`src/rtl/pst_ram.sv`:
```
`default_nettype none
module pst_ram #(
	parameter int WIDTH = 16,
	parameter int DEPTH = 256
) (
	input  wire logic                     clk,
	input  wire logic                     we,
	input  wire logic [$clog2(DEPTH)-1:0] waddr,
	input  wire logic [WIDTH-1:0]         wdata,
	input  wire logic                     re,
	input  wire logic [$clog2(DEPTH)-1:0] raddr,
	output logic      [WIDTH-1:0]         rdata
);

	logic [WIDTH-1:0] mem [DEPTH];

	always_ff @(posedge clk) begin
		if (we) begin
			mem[waddr] <= wdata;
		end
		if (re) begin
			rdata <= mem[raddr];
		end
	end

endmodule
`default_nettype wire

```
`config.mk`:
```
export PLATFORM = sky130hd
export DESIGN_NAME = pst_ram
export DESIGN_NICKNAME = d
export VERILOG_FILES = /design/src/rtl/pst_ram.sv
export SDC_FILE = /design/constraint.sdc
export NUM_CORES = 2
export LEC_CHECK = 0
export CORE_MARGIN = 10
export CORE_UTILIZATION = 35
export DETAILED_ROUTE_END_ITERATION = 12
export DONT_BUFFER_PORTS = 1
export GPL_TIMING_DRIVEN = 0
export PLACE_DENSITY = 0.5
export REMOVE_ABC_BUFFERS = 1
export SYNTH_ARGS = -nofsm -noshare
export SYNTH_HDL_FRONTEND = slang
export SYNTH_SLANG_ARGS = --single-unit
```
`constraint.sdc`:
```
create_clock -name clk -period 6 [get_ports clk]
set_input_delay 1.2 -clock clk [delete_from_list [all_inputs] [get_ports clk]]
set_output_delay 1.2 -clock clk [all_outputs]
set_load 0.03 [all_outputs]
```
==> impl_metrics.toml <==
[global_route]
largest_net_degree_at_the_start_of_global_routing = 257
grt_use_met2_pct = 28.5
first_global_vias = 76900
gr-usage-all-layers_pct = 17.3
groute.layer.met1.usage_pct = 23.6
grt.busiest_layer = "met2"
grt_pass1_wl_mm = 602
grt_remaining_overflow = 0
groute.layer.met3.usage_pct = 3.19
antenna_found_initial = 11

[timing]
setup_total_negative_slack_ns = 0
rsz_0062_raised_after_global_routing = "false"
whs_ns = 0.346
max_freq_ghz = 0.168
timing.max_slew.rel_slack_pct = -6.35
final_min_period_over_clock_period_pct = 99.3
fin_crit_ns = 5.96
number_of_max_slew_violations_in_the_final_report = 4
finalWorstSetupSlack_ns = 0.0422
worst_margin_pin_slew_ns = 1.59
finalClockSkew_ns = 0.0340
hold_viol = 0
report.final.setup_viol = 0

[placement]
dp_hpwl_mm = 251
gp_congestion = 0.757
post-place-ws_ns = -2.38
post_dp_cell_area_sq_um = 170000
port-buffer-count = 0
dp_cells = 13200

[clock_network]
cts.path.max_buffers = 4
cts_num_sinks = 4112
worst_skew_pair.late_latency_ns = 0.98
root_buffer = "clkbuf_16"
clock_transition_at_the_registers_of_the_reported_paths_ns = 0.06
tritoncts = "done"
cts_buffers = 420
cts-htree-levels = 5
cts_hold_buffers = 0

[finish]
final_cell_count_no_fill = 14000
layout.cell_area.non_filler_sq_um = 184000
filler_cell_count = 39400
final_layout_size_suffix_gt1_share_pct = 26.5
layout.cells.most_common = "edfxtp_1"
layout_common_cells = "edfxtp_1 (4112), mux4_2 (797), mux2i_1 (565)"
final_net_count = 7695
area_delta_synth_final_pct = 16.1
layout.core_utilization_pct = 40.8

[routing]
route.antenna.remaining_nets = 0
drt_first_pass_iters = 7
detail_route.wirelength_mm = 429
number_of_drc_violations_after_detailed_routing = 0
num_vias = 76300
route.detailed.wl_per_inst_um = 30.6
drt-initial-drc-count = 7312
routed_via_density = 5.45

[yosys]
syn_area_sq_um = 159000
post_synth_num_cell_types = 51
postSynth.asyncResetShare_pct = 0
synth_edf_count = 4112
yosys_register_bits = 4112
synthCells = 7360
syn_area_per_cell_sq_um = 21.6
yosys_warnings = 0
synth_flop_cell = "edfxtp_1"
synth_sequential_area_ratio_pct = 77.7

[worst_setup_path]
worst-setup-path-type = "in -> reg"
critPathRequiredTime_ns = 6.60
timing.critical_path.to_type = "flip-flop"
worstSetupStartpointType = "primary input"
worstPathArrival_ns = 6.56
crit_fanout = 108

[die]
count_of_standard_cell_rows = 247
chipHeight_um = 694
io-pin-count = 51
die_width_um = 694
initial_utilization_pct = 35.1
coreArea_sq_um = 452000
dieArea_sq_um = 481000

[outcome]
run_status = "complete, but fails checks"
failing_checks = "capacitance limit, slew limit"

[power]
vdd.ir_drop.worst_mv = 0.221
power_per_cell_area_nw_per_um2 = 327
power.static_leakage_nw = 57.2
totalPowerFinal_mw = 60.3

[job]
timing.max_cap.violations = 2

[min_path]
hold_path_class = "in -> reg"
timing repair:
| action | CTS | global route |
|---|---|---|
| pin swaps | 1 | 0 |
| gates resized for setup | 10 | 2 |
| buffers inserted | 0 | 0 |
| setup endpoints to repair | 16 | 2 |
| cloned | 5 | 0 |
synthesized netlist by cell type (all sizes together), types with 4 or more instances:
| master | count | share of area [%] |
|---|---|---|
| nor4 | 18 | 0.075 |
| mux2 | 88 | 0.62 |
| o32ai | 21 | 0.12 |
| nor2 | 304 | 0.72 |
| nand4 | 26 | 0.10 |
| a22o | 32 | 0.18 |
| buf | 222 | 1.1 |
| clkbuf | 230 | 0.54 |
| a211oi | 18 | 0.085 |
| edfxtp | 4112 | 78 |
| and3 | 11 | 0.043 |
| a22oi | 43 | 0.20 |
| nor3 | 92 | 0.29 |
| a2111oi | 6 | 0.033 |
| nand2 | 38 | 0.090 |
| o21ai | 38 | 0.12 |
| o31ai | 16 | 0.076 |
| mux4 | 797 | 11 |
| nor2b | 9 | 0.035 |
| a31oi | 6 | 0.024 |
| o221ai | 253 | 1.4 |
| o22ai | 148 | 0.58 |
| or2 | 5 | 0.020 |
| inv | 4 | 0.0094 |
| mux2i | 565 | 3.6 |
| nand3 | 35 | 0.11 |
| a21oi | 175 | 0.55 |
| a221oi | 28 | 0.15 |
cell type report:
cell class / instances / area (sq um) / share of cell area, %
Sequential cell: 4112 / 123000 / 67.0
Multi-Input combinational cell: 2792 / 33700 / 18.3
Clock buffer: 506 / 11000 / 5.94
Tap cell: 5976 / 7480 / 4.05
Timing Repair Buffer: 330 / 6000 / 3.25
Clock inverter: 278 / 2760 / 1.50
Inverter: 4 / 30.0 / 0.0163
Antenna cell: 9 / 22.5 / 0.0122
report_power, final:
group          switching (mW)  internal, mW  leakage [nW]  total [mW]
clock                    11.0          15.3          6.72        26.3
sequential             0.0513          31.7          37.0        31.7
combinational            1.36         0.955          13.5        2.31
sequential cells by signal, summed over array words and instances (netlist names):
name / count
mem: 4096
rdata: 16
worst max-delay path: stages:
cell and delay, ns:
buf_16 0.37, buf_16 0.44, buf_16 0.54, mux4_2 0.61, mux2_2 0.29, a22oi_1 0.53
nand2_1 0.31, o32ai_1 1.39, nor4_2 0.34
worst paths after layout:
check                           cells past startpoint  slack [ns]                  start                 end
worst max-delay path                                9        0.04               raddr[0]  rdata[7]$_DFFE_PP_
worst min-delay path                                0        0.35                     re  rdata[5]$_DFFE_PP_
worst max register to register                      6        1.94    mem[3][7]$_DFFE_PP_  rdata[7]$_DFFE_PP_
worst min register to register                      5        1.29  mem[102][4]$_DFFE_PP_  rdata[4]$_DFFE_PP_
cell families (layout without fill, tap and decap cells):
kind of cell	Yosys count	in the layout	synth area share, %
flops	4112	4112	77.7
buf+inv	456	1118	1.69
other cells	0	9	0
simple gates	556	556	1.57
mux	1450	1450	15.5
compound gates	786	786	3.53
routing by layer:
metal,part of all wire (%),vias up,wire (um)
met2,48,2386,208000
met4,3.1,0,13500
li1,-,32000,-
met1,42,41300,180000
met5,0,-,0
met3,6.4,610,27400
Note: power is estimated with default switching activity, not from simulation.
